==> src/rtl/srf_pkg.sv <==
package srf_pkg;

    localparam int unsigned CFG_IDX_W  = 3;
    localparam int unsigned CFG_DATA_W = 31;

    // configuration register indexes
    localparam logic [CFG_IDX_W-1:0] CFG_LOCAL_ADDR  = 3'd0;
    localparam logic [CFG_IDX_W-1:0] CFG_BCAST_ADDR  = 3'd1;
    localparam logic [CFG_IDX_W-1:0] CFG_ALIAS_ADDR  = 3'd2;
    localparam logic [CFG_IDX_W-1:0] CFG_MAX_HOPS    = 3'd3;
    localparam logic [CFG_IDX_W-1:0] CFG_VALID_TIME  = 3'd4;

    // reset values of the configuration registers
    localparam logic [15:0] RST_LOCAL_ADDR = 16'd1;
    localparam logic [15:0] RST_BCAST_ADDR = 16'hFFFF;
    localparam logic [15:0] RST_ALIAS_ADDR = 16'hFFFE;
    localparam logic [7:0]  RST_MAX_HOPS   = 8'd16;
    localparam logic [30:0] RST_VALID_TIME = 31'd32768;

    typedef enum logic [1:0] {
        ACT_INFO      = 2'd0,
        ACT_PACKET    = 2'd1,
        ACT_FRAME_END = 2'd2,
        ACT_BEACON    = 2'd3
    } action_t;

    typedef enum logic [1:0] {
        DEC_LOCAL   = 2'd0,
        DEC_BCAST   = 2'd1,
        DEC_UNICAST = 2'd2,
        DEC_DROP    = 2'd3
    } decision_t;

    typedef enum logic [1:0] {
        BCN_NONE    = 2'd0,
        BCN_REQUEST = 2'd1,
        BCN_INFO    = 2'd2
    } beacon_t;

    typedef struct packed {
        logic [1:0]  action;
        logic [31:0] now;
        logic [15:0] info_seqnum;
        logic [7:0]  info_hops;
        logic [15:0] info_root;
        logic [15:0] sender_addr;
        logic        from_self;
        logic [15:0] dst_addr;
        logic [7:0]  hop_limit_in;
    } srf_item_t;

    typedef struct packed {
        decision_t   decision;
        logic [15:0] next_hop;
        logic        next_hop_known;
        logic [15:0] dst_out;
        logic [7:0]  hop_limit_out;
        logic        info_updated;
        beacon_t     beacon_kind;
        logic [7:0]  beacon_hops;
        logic [15:0] beacon_seqnum;
        logic [15:0] beacon_root;
        logic        route_valid;
    } srf_result_t;

endpackage

==> src/rtl/srf_in_stage.sv <==
module srf_in_stage
    import srf_pkg::*;
(
    input  logic      aclk,
    input  logic      aresetn,
    input  logic      s_valid,
    output logic      s_ready,
    input  srf_item_t s_item,
    input  logic      advance,
    output logic      item_valid,
    output srf_item_t item
);

    logic      valid_reg;
    logic      valid_next;
    srf_item_t item_reg;

    // the held word moves on whenever the result side can take it
    assign s_ready    = !valid_reg || advance;
    assign valid_next = s_valid || (valid_reg && !advance);

    always_ff @(posedge aclk) begin
        if (!aresetn) begin
            valid_reg <= 1'b0;
        end else if (s_ready) begin
            valid_reg <= valid_next;
        end
    end

    always_ff @(posedge aclk) begin
        if (s_valid && s_ready) begin
            item_reg <= s_item;
        end
    end

    assign item_valid = valid_reg;
    assign item       = item_reg;

endmodule

==> src/rtl/srf_core.sv <==
module srf_core
    import srf_pkg::*;
#(
    parameter int unsigned ADDR_WIDTH = 16
) (
    input  logic                  aclk,
    input  logic                  aresetn,
    input  logic                  cfg_wr_en,
    input  logic [CFG_IDX_W-1:0]  cfg_addr,
    input  logic [CFG_DATA_W-1:0] cfg_wdata,
    input  logic                  fire,
    input  srf_item_t             item,
    output srf_result_t           result
);

    localparam int unsigned AW = ADDR_WIDTH;

    // configuration
    logic [AW-1:0] local_addr_reg;
    logic [AW-1:0] bcast_addr_reg;
    logic [AW-1:0] alias_addr_reg;
    logic [7:0]    max_hops_reg;
    logic [30:0]   valid_time_reg;

    // route state
    logic [AW-1:0] root_addr_reg,   root_addr_next;
    logic [AW-1:0] hop_next_reg,    hop_next_next;
    logic [15:0]   seen_seqnum_reg, seen_seqnum_next;
    logic [7:0]    hops_reg,        hops_next;
    logic [31:0]   last_time_reg,   last_time_next;
    logic          seen_frame_reg,  seen_frame_next;

    // address conversion between 16-bit fields and the stored width
    logic [63:0]   cfg_addr_ext;
    logic [63:0]   info_root_ext;
    logic [63:0]   sender_ext;
    logic [63:0]   dst_ext;
    logic [AW-1:0] cfg_addr_val;
    logic [AW-1:0] iroot;
    logic [AW-1:0] sender;
    logic [AW-1:0] dst_in;

    assign cfg_addr_ext  = 64'(cfg_wdata[15:0]);
    assign info_root_ext = 64'(item.info_root);
    assign sender_ext    = 64'(item.sender_addr);
    assign dst_ext       = 64'(item.dst_addr);
    assign cfg_addr_val  = cfg_addr_ext[AW-1:0];
    assign iroot         = info_root_ext[AW-1:0];
    assign sender        = sender_ext[AW-1:0];
    assign dst_in        = dst_ext[AW-1:0];

    // route validity: hops below max and deadline not passed (serial time)
    logic [31:0] deadline_diff;
    logic        hops_ok;
    logic        expired;
    logic        chk;
    logic [7:0]  hops_chk;

    assign deadline_diff = last_time_reg + {1'b0, valid_time_reg} - item.now;
    assign expired       = deadline_diff[31];
    assign hops_ok       = hops_reg < max_hops_reg;
    assign chk           = hops_ok && !expired;
    assign hops_chk      = (hops_ok && expired) ? max_hops_reg : hops_reg;

    // routing info acceptance
    logic [15:0] seq_diff;
    logic        newer;
    logic        upd;

    assign seq_diff = seen_seqnum_reg - item.info_seqnum;
    assign newer    = seq_diff[15];

    always_comb begin
        upd = 1'b0;
        if (!chk || newer) begin
            upd = 1'b1;
        end else if (item.info_seqnum == seen_seqnum_reg) begin
            if (item.info_hops < hops_chk) begin
                upd = 1'b1;
            end else if (item.info_hops == hops_chk && !seen_frame_reg) begin
                upd = 1'b1;
            end
        end
        if (item.info_hops > max_hops_reg) begin
            upd = 1'b0;
        end
    end

    // packet routing
    logic          alias_hit;
    logic [AW-1:0] dst_sel;
    logic [7:0]    hl_sel;
    logic          hl_dec_en;
    logic [7:0]    hl_dec;
    logic          node_dst;
    logic          is_bcast_dst;
    logic          is_root_dst;
    logic [63:0]   dst_out_ext;
    logic [63:0]   hop_next_ext;
    logic [63:0]   root_ext;

    assign alias_hit    = item.from_self && (dst_in == alias_addr_reg);
    assign dst_sel      = alias_hit ? root_addr_reg : dst_in;
    assign hl_sel       = alias_hit ? max_hops_reg : item.hop_limit_in;
    assign hl_dec_en    = !item.from_self && (hl_sel != 8'd0);
    assign hl_dec       = hl_sel - 8'd1;
    assign node_dst     = dst_sel == local_addr_reg;
    assign is_bcast_dst = dst_sel == bcast_addr_reg;
    assign is_root_dst  = dst_sel == root_addr_reg;
    assign dst_out_ext  = 64'(dst_sel);
    assign hop_next_ext = 64'(hop_next_reg);
    assign root_ext     = 64'(root_addr_reg);

    always_comb begin
        result              = '0;
        result.decision     = DEC_DROP;
        result.beacon_kind  = BCN_NONE;
        result.route_valid  = chk;
        root_addr_next      = root_addr_reg;
        hop_next_next       = hop_next_reg;
        seen_seqnum_next    = seen_seqnum_reg;
        hops_next           = hops_chk;
        last_time_next      = last_time_reg;
        seen_frame_next     = seen_frame_reg;

        case (item.action)
            ACT_INFO: begin
                if (upd) begin
                    seen_frame_next     = 1'b1;
                    root_addr_next      = iroot;
                    hop_next_next       = sender;
                    seen_seqnum_next    = item.info_seqnum;
                    hops_next           = item.info_hops;
                    last_time_next      = item.now;
                    result.info_updated = 1'b1;
                    // fresh timestamp cannot have expired
                    result.route_valid  = item.info_hops < max_hops_reg;
                end
            end
            ACT_PACKET: begin
                result.dst_out       = dst_out_ext[15:0];
                result.hop_limit_out = hl_sel;
                if (node_dst) begin
                    result.decision = DEC_LOCAL;
                end else if (is_bcast_dst) begin
                    result.decision = item.from_self ? DEC_BCAST : DEC_LOCAL;
                end else begin
                    if (hl_dec_en) begin
                        result.hop_limit_out = hl_dec;
                    end
                    if (hl_dec_en && hl_dec == 8'd0) begin
                        result.decision = DEC_DROP;
                    end else if (is_root_dst) begin
                        if (chk) begin
                            result.next_hop       = hop_next_ext[15:0];
                            result.next_hop_known = 1'b1;
                            result.decision       = DEC_UNICAST;
                        end
                    end else if (item.from_self) begin
                        result.decision = DEC_UNICAST;
                    end
                end
            end
            ACT_FRAME_END: begin
                seen_frame_next = 1'b0;
            end
            ACT_BEACON: begin
                if (hops_ok) begin
                    if (expired) begin
                        result.beacon_kind = BCN_REQUEST;
                    end else begin
                        result.beacon_kind   = BCN_INFO;
                        result.beacon_hops   = hops_reg + 8'd1;
                        result.beacon_seqnum = seen_seqnum_reg;
                        result.beacon_root   = root_ext[15:0];
                    end
                end
            end
            default: begin
            end
        endcase
    end

    always_ff @(posedge aclk) begin
        if (!aresetn) begin
            local_addr_reg <= AW'(RST_LOCAL_ADDR);
            bcast_addr_reg <= AW'(RST_BCAST_ADDR);
            alias_addr_reg <= AW'(RST_ALIAS_ADDR);
            max_hops_reg   <= RST_MAX_HOPS;
            valid_time_reg <= RST_VALID_TIME;
        end else if (cfg_wr_en) begin
            case (cfg_addr)
                CFG_LOCAL_ADDR: local_addr_reg <= cfg_addr_val;
                CFG_BCAST_ADDR: bcast_addr_reg <= cfg_addr_val;
                CFG_ALIAS_ADDR: alias_addr_reg <= cfg_addr_val;
                CFG_MAX_HOPS:   max_hops_reg   <= cfg_wdata[7:0];
                CFG_VALID_TIME: valid_time_reg <= cfg_wdata[30:0];
                default: begin
                end
            endcase
        end
    end

    always_ff @(posedge aclk) begin
        if (!aresetn) begin
            root_addr_reg   <= '0;
            hop_next_reg    <= '0;
            seen_seqnum_reg <= '0;
            hops_reg        <= RST_MAX_HOPS;
            last_time_reg   <= '0;
            seen_frame_reg  <= 1'b0;
        end else if (fire) begin
            root_addr_reg   <= root_addr_next;
            hop_next_reg    <= hop_next_next;
            seen_seqnum_reg <= seen_seqnum_next;
            hops_reg        <= hops_next;
            last_time_reg   <= last_time_next;
            seen_frame_reg  <= seen_frame_next;
        end
    end

endmodule

==> src/rtl/srf_out_stage.sv <==
module srf_out_stage
    import srf_pkg::*;
(
    input  logic        aclk,
    input  logic        aresetn,
    input  logic        load,
    input  srf_result_t result,
    output logic        advance,
    output logic        m_valid,
    input  logic        m_ready,
    output srf_result_t m_result
);

    logic        valid_reg;
    logic        valid_next;
    srf_result_t result_reg;

    assign advance    = !valid_reg || m_ready;
    assign valid_next = load || (valid_reg && !m_ready);

    always_ff @(posedge aclk) begin
        if (!aresetn) begin
            valid_reg <= 1'b0;
        end else begin
            valid_reg <= valid_next;
        end
    end

    always_ff @(posedge aclk) begin
        if (load) begin
            result_reg <= result;
        end
    end

    assign m_valid  = valid_reg;
    assign m_result = result_reg;

endmodule

==> src/rtl/sink_route_forwarder.sv <==
// path: a word accepted into the input register goes through the compute pass and is loaded
//   into the result register, which drives the result side
// throughput: one word per cycle unless m_ready stalls, set by the single compute pass
//   between the input and result registers; the route state is updated in that same pass
// reset: aresetn synchronous, active low; clears both stages, restores the register
//   defaults and leaves the route invalid (hop count at the maximum)
module sink_route_forwarder
    import srf_pkg::*;
#(
    parameter int unsigned ADDR_WIDTH = 16
) (
    input  logic                  aclk,
    input  logic                  aresetn,
    input  logic                  cfg_wr_en,
    input  logic [CFG_IDX_W-1:0]  cfg_addr,
    input  logic [CFG_DATA_W-1:0] cfg_wdata,
    input  logic                  s_valid,
    output logic                  s_ready,
    input  logic [1:0]            s_action,
    input  logic [31:0]           s_now,
    input  logic [15:0]           s_info_seqnum,
    input  logic [7:0]            s_info_hops,
    input  logic [15:0]           s_info_root,
    input  logic [15:0]           s_sender_addr,
    input  logic                  s_from_self,
    input  logic [15:0]           s_dst_addr,
    input  logic [7:0]            s_hop_limit_in,
    output logic                  m_valid,
    input  logic                  m_ready,
    output logic [1:0]            m_decision,
    output logic [15:0]           m_next_hop,
    output logic                  m_next_hop_known,
    output logic [15:0]           m_dst_out,
    output logic [7:0]            m_hop_limit_out,
    output logic                  m_info_updated,
    output logic [1:0]            m_beacon_kind,
    output logic [7:0]            m_beacon_hops,
    output logic [15:0]           m_beacon_seqnum,
    output logic [15:0]           m_beacon_root,
    output logic                  m_route_valid
);

    srf_item_t   s_item;
    srf_item_t   item;
    logic        item_valid;
    logic        advance;
    logic        fire;
    srf_result_t result;
    srf_result_t m_result;

    assign s_item.action       = s_action;
    assign s_item.now          = s_now;
    assign s_item.info_seqnum  = s_info_seqnum;
    assign s_item.info_hops    = s_info_hops;
    assign s_item.info_root    = s_info_root;
    assign s_item.sender_addr  = s_sender_addr;
    assign s_item.from_self    = s_from_self;
    assign s_item.dst_addr     = s_dst_addr;
    assign s_item.hop_limit_in = s_hop_limit_in;

    assign fire = item_valid && advance;

    srf_in_stage u_in (
        .aclk       (aclk),
        .aresetn    (aresetn),
        .s_valid    (s_valid),
        .s_ready    (s_ready),
        .s_item     (s_item),
        .advance    (advance),
        .item_valid (item_valid),
        .item       (item)
    );

    srf_core #(
        .ADDR_WIDTH (ADDR_WIDTH)
    ) u_core (
        .aclk      (aclk),
        .aresetn   (aresetn),
        .cfg_wr_en (cfg_wr_en),
        .cfg_addr  (cfg_addr),
        .cfg_wdata (cfg_wdata),
        .fire      (fire),
        .item      (item),
        .result    (result)
    );

    srf_out_stage u_out (
        .aclk     (aclk),
        .aresetn  (aresetn),
        .load     (fire),
        .result   (result),
        .advance  (advance),
        .m_valid  (m_valid),
        .m_ready  (m_ready),
        .m_result (m_result)
    );

    assign m_decision       = m_result.decision;
    assign m_next_hop       = m_result.next_hop;
    assign m_next_hop_known = m_result.next_hop_known;
    assign m_dst_out        = m_result.dst_out;
    assign m_hop_limit_out  = m_result.hop_limit_out;
    assign m_info_updated   = m_result.info_updated;
    assign m_beacon_kind    = m_result.beacon_kind;
    assign m_beacon_hops    = m_result.beacon_hops;
    assign m_beacon_seqnum  = m_result.beacon_seqnum;
    assign m_beacon_root    = m_result.beacon_root;
    assign m_route_valid    = m_result.route_valid;

endmodule

==> config.mk <==
export PLATFORM = sky130hd
export DESIGN_NAME = sink_route_forwarder
export DESIGN_NICKNAME = d
export VERILOG_FILES = /design/src/rtl/srf_pkg.sv /design/src/rtl/srf_in_stage.sv /design/src/rtl/srf_core.sv /design/src/rtl/srf_out_stage.sv /design/src/rtl/sink_route_forwarder.sv
export SDC_FILE = /design/constraint.sdc
export NUM_CORES = 1
export LEC_CHECK = 0
export BUFFER_PORTS_ARGS = -buffer_cell sky130_fd_sc_hd__clkbuf_2
export CAP_MARGIN = 5
export CORE_MARGIN = 3
export CORE_UTILIZATION = 41
export DETAILED_ROUTE_END_ITERATION = 10
export PLACE_DENSITY_LB_ADDON = 0.08
export RECOVER_POWER = 50
export SLEW_MARGIN = 30
export SYNTH_ARGS = -nofsm -noshare
export SYNTH_HDL_FRONTEND = slang
export SYNTH_SLANG_ARGS = --single-unit
==> constraint.sdc <==
create_clock -name aclk -period 6.4 [get_ports aclk]
set_input_delay 1.28 -clock aclk [delete_from_list [all_inputs] [get_ports aclk]]
set_output_delay 1.28 -clock aclk [all_outputs]
set_load 0.02 [all_outputs]
==> reports/metrics.yaml, run 1 <==
yosysUniqueCellTypes: 60
grtUsageTotal_pct: 20.2
synth-seq-cells: 380
wl_per_cell_um: 18.4
antenna_found_initial: 1
hold_start: "u_core.hop_next_reg[8]$_SDFFE_PN0P_"
cts_resized: 0
grtUsageMet3_pct: 3.38
holdPathStages: 2
drc: 0
whs_endpoint: "u_core.hop_next_reg[8]$_SDFFE_PN0P_"
num_antenna_cells: 0
grt_setup_unrepaired: "no"
cts_hold_buf: 0
leakagePower_nw: 8.11
crit_chain: "fa_1, inv_1, ha_1, a21oi_1, nand2_1, o31a_1, o211a_1, a211oi_2, buf_4, nand2_1, a21oi_1, ha_1, nor2b_1, o21ai_0, nand2b_1, a21oi_1, o21ai_0, a21oi_1, o31a_1, and2_4, buf_4, mux2i_1"
critPathBufInv: 3
grt_pass1_wl_um: 73000
die_w_um: 216
gr-max-usage-layer: "met2"
r2r_slack_ns: 0.87
die_y_um: 216
gr-usage-met2_pct: 33.1
power_w: 0.00552
max_freq_mhz: 181
syn_inst: 1731
fin_ws_ns: 0.867
yosysTopAreaCellShare_pct: 33.5
start_util_pct: 41.7
critical_path_class: "register to register"
synth_warnings: 0
synth_edf_count: 202
clk_path_buf_depth: 3
ys_seq_area_share_pct: 53.2
path_clk_slew_ns: 0.06
synth_area_leaders: "edfxtp_1 (34%), dfxtp_1 (20%), nand2_1 (8.1%), ha_1 (5.0%), mux2i_1 (4.7%)"
p_int_w: 0.00420
rows: 76
hpwl_um: 32800
status: "finished, violations left"
place_congestion: 0.901
cts_tree: "built"
worstSetupStartpoint: "u_in.item[87]$_DFFE_PP_"
fin_setup_tns_ns: 0
holdCritPathClass: "register to register"
finalCritPeriodShare_pct: 86.4
finalHoldViolCount: 0
ant_nets: 0
portBuffers: 242
cp_max_fo: 31
num_vias: 12900
dp.cells: 2473
vias_per_cell: 5.05
powerDensity_mw_per_mm2: 264
sequentialPowerShare_pct: 49.5
cp_slowest_cell: "fa_1"
worst_setup_path_start_kind: "register"
fillers: 4180
finalClockSkew_ns: 0.0180
ios: 243
nNetsFinal: 2191
min_period_ns: 5.53
core_sq_mm: 0.0434
vdd_ir_drop_max_mv: 0.164
finalWirelength_um: 47100
clk_root_buffer_cell: "clkbuf_16"
relSlewSlack_pct: -87.6
failed_checks: "max-capacitance violations, max-slew violations"
syn_nets: 1988
rr_worst_depth: 22
crit_path_end_kind: "register"
largest_reg_flops: 115
grt_max_degree: 146
post_cts_buffers: 0
swShare_pct: 24.0
synthToLayoutAreaGrowth_pct: 15.6
first_pass_iters: 5
gr-total-overflow: 0
critPathMaxStageDelay_ns: 0.56
crit_top_cell: "a21oi_1"
clock_power_share_pct: 43.1
synthArstFlopShare_pct: 0
drtIter0Drc: 902
cap_violations: 4
critPathRequiredTime_ns: 6.88
dieArea_sq_mm: 0.0467
switchingPower_w: 0.00133
crit_family: "compound AO/OA/AOI/OAI gates"
critPathArrivalTime_ns: 6.01
clk_latency_ns: 0.56
synth_area_sq_mm: 0.0181
avgSynthCellArea_sq_um: 10.5
slew_violations: 253
layout-drive-gt1-share_pct: 13.2
combPwrFrac_pct: 7.4
tightest_slew_ns: 2.81
reg2reg_to: "u_core.root_addr_reg[6]$_SDFFE_PN0P_"
r2r-start: "u_in.item[87]$_DFFE_PP_"
setup_viol_count_final: 0
dp_slack_ns: 0.867
yosysTopAreaCell: "edfxtp_1"
ys.flop_type: "edfxtp_1"
met1_usage_pct: 27.7
grt_pass1_vias: 12600
htreeDepth: 2
cts.sinks: 380
cts-buffers-inserted: 44
fin_cells: 2553
[tightest hold or removal path, delay by kind of cell, from the launching register on]
family | cells | cell delay (ns)
AND/OR/NAND/NOR | 1 | 0.05
multiplexers | 1 | 0.05
flip-flops | 1 | 0.31
[cells by family after synthesis]
logic type | after synthesis | share of synthesized area (%)
xor gates and xnor gates | 101 | 4.97
and+or+nand+nor | 634 | 15.8
buffers and inverters | 232 | 5.49
muxes | 90 | 5.01
adders and majority gates | 103 | 8.36
DFF | 380 | 53.2
AOI/OAI and AO/OA | 191 | 7.13
[power by group through the flow]
stage / combinational (W) / sequential [W] / clock (W)
5_1_grt: 0.000463 / 0.00274 / 0.00255
4_1_cts: 0.000423 / 0.00273 / 0.00246
6_report: 0.000409 / 0.00273 / 0.00238
3_5_place_dp: 0.000420 / 0.00278 / 0
2_1_floorplan: 0.000248 / 0.00278 / 0
3_3_place_gp: 0.000413 / 0.00278 / 0
[worst max-delay path by stage]
stage                     cells past startpoint                                    to
final                                        22  u_core.root_addr_reg[6]$_SDFFE_PN0P_
after global routing                         22   u_core.hop_next_reg[3]$_SDFFE_PN0P_
after CTS                                    22  u_core.root_addr_reg[6]$_SDFFE_PN0P_
after detailed placement                     22  u_core.root_addr_reg[6]$_SDFFE_PN0P_
after global placement                       22  u_core.root_addr_reg[1]$_SDFFE_PN0P_
after floorplan                              22           u_out.m_result[0]$_DFFE_PP_
[layout make-up]
class / instances / area (sq um) / area share (%)
Sequential cell: 380 / 9630 / 46.0
Multi-Input combinational cell: 1119 / 7490 / 35.8
Clock buffer: 57 / 1220 / 5.84
Clock inverter: 23 / 141 / 0.675
Inverter: 130 / 489 / 2.34
Tap cell: 585 / 732 / 3.50
Timing Repair Buffer: 259 / 1230 / 5.90
[cell usage after synthesis (5+ instances only)]
library cell	instances
buf_6	6
nand2_1	392
o21ai_1	6
nand3_1	60
nor2_1	31
a21o_1	10
inv_1	128
nand4_1	32
mux2_2	5
nor2b_1	7
xnor2_1	66
a21oi_1	54
fa_1	30
nor2_4	9
edfxtp_1	202
dfxtp_1	178
o21a_1	6
xor2_1	33
o311ai_0	6
nor3_1	28
nor4_1	12
o21ai_0	17
o211ai_1	7
nand2b_1	5
ha_1	73
mux2i_1	85
a21boi_0	53
buf_4	10
clkbuf_1	62
and2_1	35
buf_2	20
and3_1	8
[placed cells by master (no fill, tap or decap), types with 5 or more instances in the layout]
| cell | instances |
|---|---|
| a21boi_0 | 53 |
| nor2b_1 | 7 |
| o21a_1 | 6 |
| and2_1 | 33 |
| xor2_1 | 33 |
| clkbuf_2 | 155 |
| clkbuf_16 | 46 |
| clkinv_1 | 10 |
| xnor2_1 | 66 |
| o21ai_1 | 6 |
| nor2_1 | 29 |
| nor2_4 | 9 |
| a21oi_1 | 54 |
| ha_1 | 73 |
| fa_1 | 30 |
| nor4_1 | 12 |
| a21o_1 | 10 |
| o311ai_0 | 6 |
| buf_4 | 12 |
| edfxtp_1 | 202 |
| nand2_1 | 392 |
| nor3_1 | 28 |
| nand4_1 | 32 |
| mux2_2 | 5 |
| nand3_1 | 60 |
| clkinv_2 | 7 |
| clkbuf_1 | 98 |
| o211ai_1 | 7 |
| dfxtp_1 | 178 |
| inv_1 | 128 |
| o21ai_0 | 17 |
| and3_1 | 8 |
| nand2b_1 | 5 |
| mux2i_1 | 85 |
[layer usage]
layer | part of all wire, % | wire [um]
met1 | 45 | 21400
met4 | 2.2 | 1050
met2 | 46 | 21900
met3 | 5.9 | 2780
met5 | 0.025 | 12
[stage by stage]
step	util (%)	hold slack (ns)	instance area (sq um)
after floorplan	-	0.435	18100
after global placement	45.4	0.443	19700
after detailed placement	45.5	0.446	19700
after CTS	48.6	0.457	21100
after global routing	48.3	0.475	20900
final	48.3	0.455	20900
Note: power is estimated with default switching activity, not from simulation.
==> run 2: changes to the inputs <==
Settings changed: CTS_BUF_LIST set to sky130_fd_sc_hd__clkbuf_4 sky130_fd_sc_hd__clkbuf_8 sky130_fd_sc_hd__clkbuf_16.
==> run 2 against run 1 <==
  * The run still ends with max-capacitance violations, max-slew violations left
  * Critical path type unchanged
  * Via count decreased by 0.35%
  * Largest cell class unchanged
  * Core utilization increased by 0.069 points
  * Register-to-register slack about the same
  * Clock power increased by 2%
  * Cell area increased by 0.14%
==> reports/metrics.yaml, run 2 (synthesized netlist as in run 1, its figures left out) <==
status: "finished, violations left"
failed_checks: "max-capacitance violations, max-slew violations"
synthToLayoutAreaGrowth_pct: 15.8
portBuffers: 242
crit_path_end_kind: "register"
fillers: 4180
met1_usage_pct: 27.7
cts_hold_buf: 0
num_antenna_cells: 0
clk_root_buffer_cell: "clkbuf_16"
wl_per_cell_um: 18.5
critical_path_class: "register to register"
finalWirelength_um: 47200
gr-total-overflow: 0
gr-max-usage-layer: "met2"
grt_max_degree: 146
htreeDepth: 2
min_period_ns: 5.54
cts_tree: "built"
antenna_found_initial: 1
gr-usage-met2_pct: 33.1
post-route-util_pct: 48.3
drc: 0
dieArea_sq_mm: 0.0467
slew_violations: 253
start_util_pct: 41.7
tightest_slew_ns: 2.81
clk_path_buf_depth: 3
grtUsageMet3_pct: 3.39
critPathArrivalTime_ns: 6.02
hpwl_um: 32800
final_common_cell: "nand2_1"
grt_pass1_wl_um: 73000
relSlewSlack_pct: -87.0
crit_chain: "fa_1, inv_1, ha_1, a21oi_1, nand2_1, o31a_1, o211a_1, a211oi_2, buf_4, nand2_1, a21oi_1, ha_1, nor2b_1, o21ai_0, nand2b_1, a21oi_1, o21ai_0, a21oi_1, o31a_1, and2_4, buf_4, mux2i_1"
cp_max_fo: 31
setup_viol_count_final: 0
leakagePower_nw: 8.13
largest_reg_flops: 115
cts-buffers-inserted: 44
cts_resized: 0
num_vias: 12800
grt_pass1_vias: 12600
finalClockSkew_ns: 0.0158
finalHoldViolCount: 0
vias_per_cell: 5.03
holdCritPathClass: "register to register"
first_pass_iters: 5
core_sq_mm: 0.0434
cap_violations: 4
layout_common_cells: "nand2_1 (392), edfxtp_1 (202), dfxtp_1 (178), clkbuf_2 (155), inv_1 (128)"
cts.sinks: 380
ant_nets: 0
path_clk_slew_ns: 0.06
finalCritPeriodShare_pct: 86.6
ios: 243
rows: 76
clk_latency_ns: 0.56
die_w_um: 216
nNetsFinal: 2191
die_y_um: 216
place_congestion: 0.901
max_freq_mhz: 181
powerDensity_mw_per_mm2: 265
layout-drive-gt1-share_pct: 13.6
crit_top_cell: "a21oi_1"
drtIter0Drc: 875
fin_setup_tns_ns: 0
grtUsageTotal_pct: 20.2
worst_setup_path_start_kind: "register"
critPathMaxStageDelay_ns: 0.56
critPathRequiredTime_ns: 6.88
vdd_ir_drop_max_mv: 0.164
grt_setup_unrepaired: "no"
cp_slowest_cell: "fa_1"
post_cts_buffers: 0
## run 2: changes by cell type in the layout (fill, tap and decap cells not counted)
cell	change
clkbuf_4	+8
clkbuf_1	-8
## run 2: through the flow
step	total power, W	worst slack (ns)	hold WS (ns)	instances	instance area, sq um
finish	0.00556	0.860	0.455	2553	21000
detailed placement	0.00320	0.867	0.446	2473	19700
global placement	0.00320	1.03	0.443	2472	19700
floorplan	0.00303	1.55	0.435	1731	18100
CTS	0.00565	0.839	0.457	2553	21100
global route	0.00579	0.413	0.475	2553	21000
## run 2: report_power, final
part	switching (W)	internal (W)	total, W
Combinational	0.000259	0.000151	0.000409
Sequential	0.0000718	0.00266	0.00273
Clock	0.000997	0.00142	0.00242
Total	0.00133	0.00423	0.00556
## run 2: area by class of cell
cell class / count / area, sq um / area share (%)
sequential: 380 / 9630 / 45.9
clock buffer: 57 / 1250 / 5.97
multi-input combinational: 1119 / 7490 / 35.7
timing repair buffer: 259 / 1230 / 5.89
clock inverter: 23 / 141 / 0.674
inverter: 130 / 489 / 2.33
tap: 585 / 732 / 3.49
## run 2: path summary, 6_finish.rpt
| kind | endpoint | depth (start not counted) | slack, ns | startpoint |
|---|---|---|---|---|
| worst max-delay path | u_core.root_addr_reg[6]$_SDFFE_PN0P_ | 22 | 0.86 | u_in.item[87]$_DFFE_PP_ |
| worst min-delay path | u_core.hop_next_reg[8]$_SDFFE_PN0P_ | 2 | 0.45 | u_core.hop_next_reg[8]$_SDFFE_PN0P_ |
| worst max register to register | u_core.root_addr_reg[6]$_SDFFE_PN0P_ | 22 | 0.86 | u_in.item[87]$_DFFE_PP_ |
| worst min register to register | u_core.hop_next_reg[8]$_SDFFE_PN0P_ | 2 | 0.45 | u_core.hop_next_reg[8]$_SDFFE_PN0P_ |
## run 2: worst max-delay path, delay by kind of cell (launching register included)
kind,cells,cell delay [ns]
AO/OA/AOI/OAI,10,2.00
adder cells (fa/ha/maj),3,1.16
buffers and inverters,3,0.79
AND/OR/NAND/NOR,5,0.74
flip-flops,1,0.41
multiplexers,1,0.28
## run 2: per-layer routing
metal / wire length (um) / vias up
li1: - / 6262
met1: 21600 / 6175
met2: 21900 / 328
met3: 2600 / 68
met4: 1070 / 2
met5: 12 / -
==> run 3: changes to the inputs <==
Settings changed: ABC_CLOCK_PERIOD_IN_PS set to 6400, CORE_ASPECT_RATIO set to 1.2, SYNTH_HIERARCHICAL set to 1.
==> run 3 against run 2 <==
  * The flow still finishes with violations (max-capacitance violations, max-slew violations)
  * Cell area shrank 0.73%
  * Via count increased by 0.48%
  * Clock-buffer cell count grew 1
  * Fmax fell by 2.4%
  * Critical path type unchanged
  * Critical endpoint is now u_core/hop_next_reg[5]$_SDFFE_PN0P_
==> reports/metrics.yaml, run 3 <==
worst_setup_path_start_kind: "register"
grtUsageMet3_pct: 5.52
clk_root_buffer_cell: "clkbuf_16"
grt_pass1_vias: 12600
die_y_um: 235
fillers: 4157
ant_nets: 0
synthMostInstantiatedCell: "nand2_1"
crit_path_end_kind: "register"
fin_setup_tns_ns: 0
ios: 243
path_clk_slew_ns: 0.06
nNetsFinal: 2187
grtUsageTotal_pct: 20.2
first_pass_iters: 5
portBuffers: 242
synth_area_leaders: "edfxtp_1 (34%), dfxtp_1 (20%), nand2_1 (6.3%), ha_1 (5.1%), nand3_1 (3.8%)"
clk_path_buf_depth: 3
grt_pass1_wl_um: 72800
syn_inst: 1741
synth_commonest_cells: "nand2_1 (301), edfxtp_1 (202), dfxtp_1 (178)"
critPathMaxStageDelay_ns: 0.55
crit_top_cell: "a21oi_1"
place_congestion: 0.860
synth-seq-cells: 380
finalWirelength_um: 47300
cp_max_fo: 136
ys.flop_type: "edfxtp_1"
drc: 0
hpwl_um: 32800
num_vias: 12900
finalClockSkew_ns: 0.0181
synth_warnings: 6
vdd_ir_drop_max_mv: 0.187
gr-max-usage-layer: "met2"
critPathRequiredTime_ns: 6.81
vias_per_cell: 5.13
ys_seq_area_share_pct: 53.8
grt_setup_unrepaired: "no"
holdCritPathClass: "register to register"
slew_violations: 217
post_cts_buffers: 0
critPathArrivalTime_ns: 6.09
cts-buffers-inserted: 42
finalCritPeriodShare_pct: 88.7
grt_max_degree: 139
met1_usage_pct: 26.2
synthArstFlopShare_pct: 0
relSlewSlack_pct: -245
synth_edf_count: 202
layout-drive-gt1-share_pct: 14.7
core_sq_mm: 0.0430
dp.cells: 2438
failed_checks: "max-capacitance violations, max-slew violations"
synth_area_sq_mm: 0.0179
min_period_ns: 5.67
tightest_slew_ns: 5.17
avgSynthCellArea_sq_um: 10.3
antenna_found_initial: 7
status: "finished, violations left"
crit_chain: "fa_1, inv_1, ha_1, a21oi_1, o21ai_0, a221o_1, o2111a_1, a211oi_1, a21bo_2, nor2_1, a21oi_1, ha_1, a21oi_1, nor2b_1, a2111oi_0, a211o_1, nand2_1, a21boi_0, o31ai_4, buf_12, nand3_1, o21ai_0"
clk_latency_ns: 0.57
cap_violations: 3
htreeDepth: 2
final_common_cell: "nand2_1"
layout_common_cells: "nand2_1 (301), edfxtp_1 (202), clkbuf_2 (182), dfxtp_1 (178), nand3_1 (135)"
gr-usage-met2_pct: 33.6
yosysUniqueCellTypes: 72
finalHoldViolCount: 0
fin_cells: 2516
drtIter0Drc: 745
critical_path_class: "register to register"
synthToLayoutAreaGrowth_pct: 16.3
syn_nets: 1998
yosysTopAreaCellShare_pct: 33.9
cp_slowest_cell: "fa_1"
gr-total-overflow: 0
max_freq_mhz: 176
powerDensity_mw_per_mm2: 273
cts.sinks: 380
yosysTopAreaCell: "edfxtp_1"
wl_per_cell_um: 18.8
largest_reg_flops: 115
rows: 83
setup_viol_count_final: 0
die_w_um: 197
cts_tree: "built"
leakagePower_nw: 8.31
cts_resized: 0
start_util_pct: 41.6
dieArea_sq_mm: 0.0462
cts_hold_buf: 0
[run 3: per-stage QoR]
stage	instance area [sq um]	util, %	power (W)	setup slack (ns)	hold slack, ns
2_1_floorplan	17900	-	0.00309	1.02	0.435
4_1_cts	20900	48.6	0.00576	0.767	0.467
3_5_place_dp	19500	45.4	0.00329	0.775	0.456
5_1_grt	20800	48.4	0.00593	0.162	0.486
6_report	20800	48.4	0.00568	0.726	0.464
3_3_place_gp	19500	45.4	0.00328	0.961	0.444
[run 3: worst max-delay path: cells and delay by family, from the launching register on]
kind | cells | cell delay (ns)
flops | 1 | 0.42
compound gates | 13 | 3.16
simple gates | 4 | 0.39
buf+inv | 2 | 0.31
fa+ha+maj | 3 | 1.15
[run 3: kinds of logic (layout without fill, tap and decap cells)]
family	Yosys count	count (layout)	share of synthesized area (%)
XOR/XNOR	103	103	5.04
buffers and inverters	226	448	4.92
AND/OR/NAND/NOR	637	637	16.9
adder cells (fa/ha/maj)	103	103	8.46
flip-flops	380	380	53.8
AO/OA/AOI/OAI	282	282	10.2
other	0	1	0
multiplexers	10	10	0.657
[run 3: path summary, 6_finish.rpt]
kind                                                              to  slack, ns  depth (start not counted)                            startpoint
worst max-delay path             u_core/hop_next_reg[5]$_SDFFE_PN0P_       0.73                         22               u_in/item[89]$_DFFE_PP_
worst min-delay path            u_core/hop_next_reg[11]$_SDFFE_PN0P_       0.46                          2  u_core/hop_next_reg[11]$_SDFFE_PN0P_
worst max register to register   u_core/hop_next_reg[5]$_SDFFE_PN0P_       0.73                         22               u_in/item[89]$_DFFE_PP_
worst min register to register  u_core/hop_next_reg[11]$_SDFFE_PN0P_       0.46                          2  u_core/hop_next_reg[11]$_SDFFE_PN0P_
[run 3: layer usage]
metal	vias to the layer above	share of wire, %
met1	6074	42
li1	6370	-
met5	-	0.17
met4	12	2.2
met3	75	7.2
met2	365	48
[run 3: cell type report]
cell class / count / area [sq um] / area share (%)
clock buffers: 58 / 1230 / 5.89
clock inverters: 19 / 174 / 0.836
flip-flops and latches: 380 / 9630 / 46.3
diodes: 1 / 2.50 / 0.0120
repair buffers: 253 / 1260 / 6.04
well taps: 552 / 691 / 3.32
multi-input cells: 1135 / 7390 / 35.5
inverters: 118 / 443 / 2.13
[run 3: where the power goes]
part | internal, W | switching, W | total (W)
logic | 0.000183 | 0.000299 | 0.000482
clock network | 0.00146 | 0.000987 | 0.00245
registers | 0.00267 | 0.0000817 | 0.00275
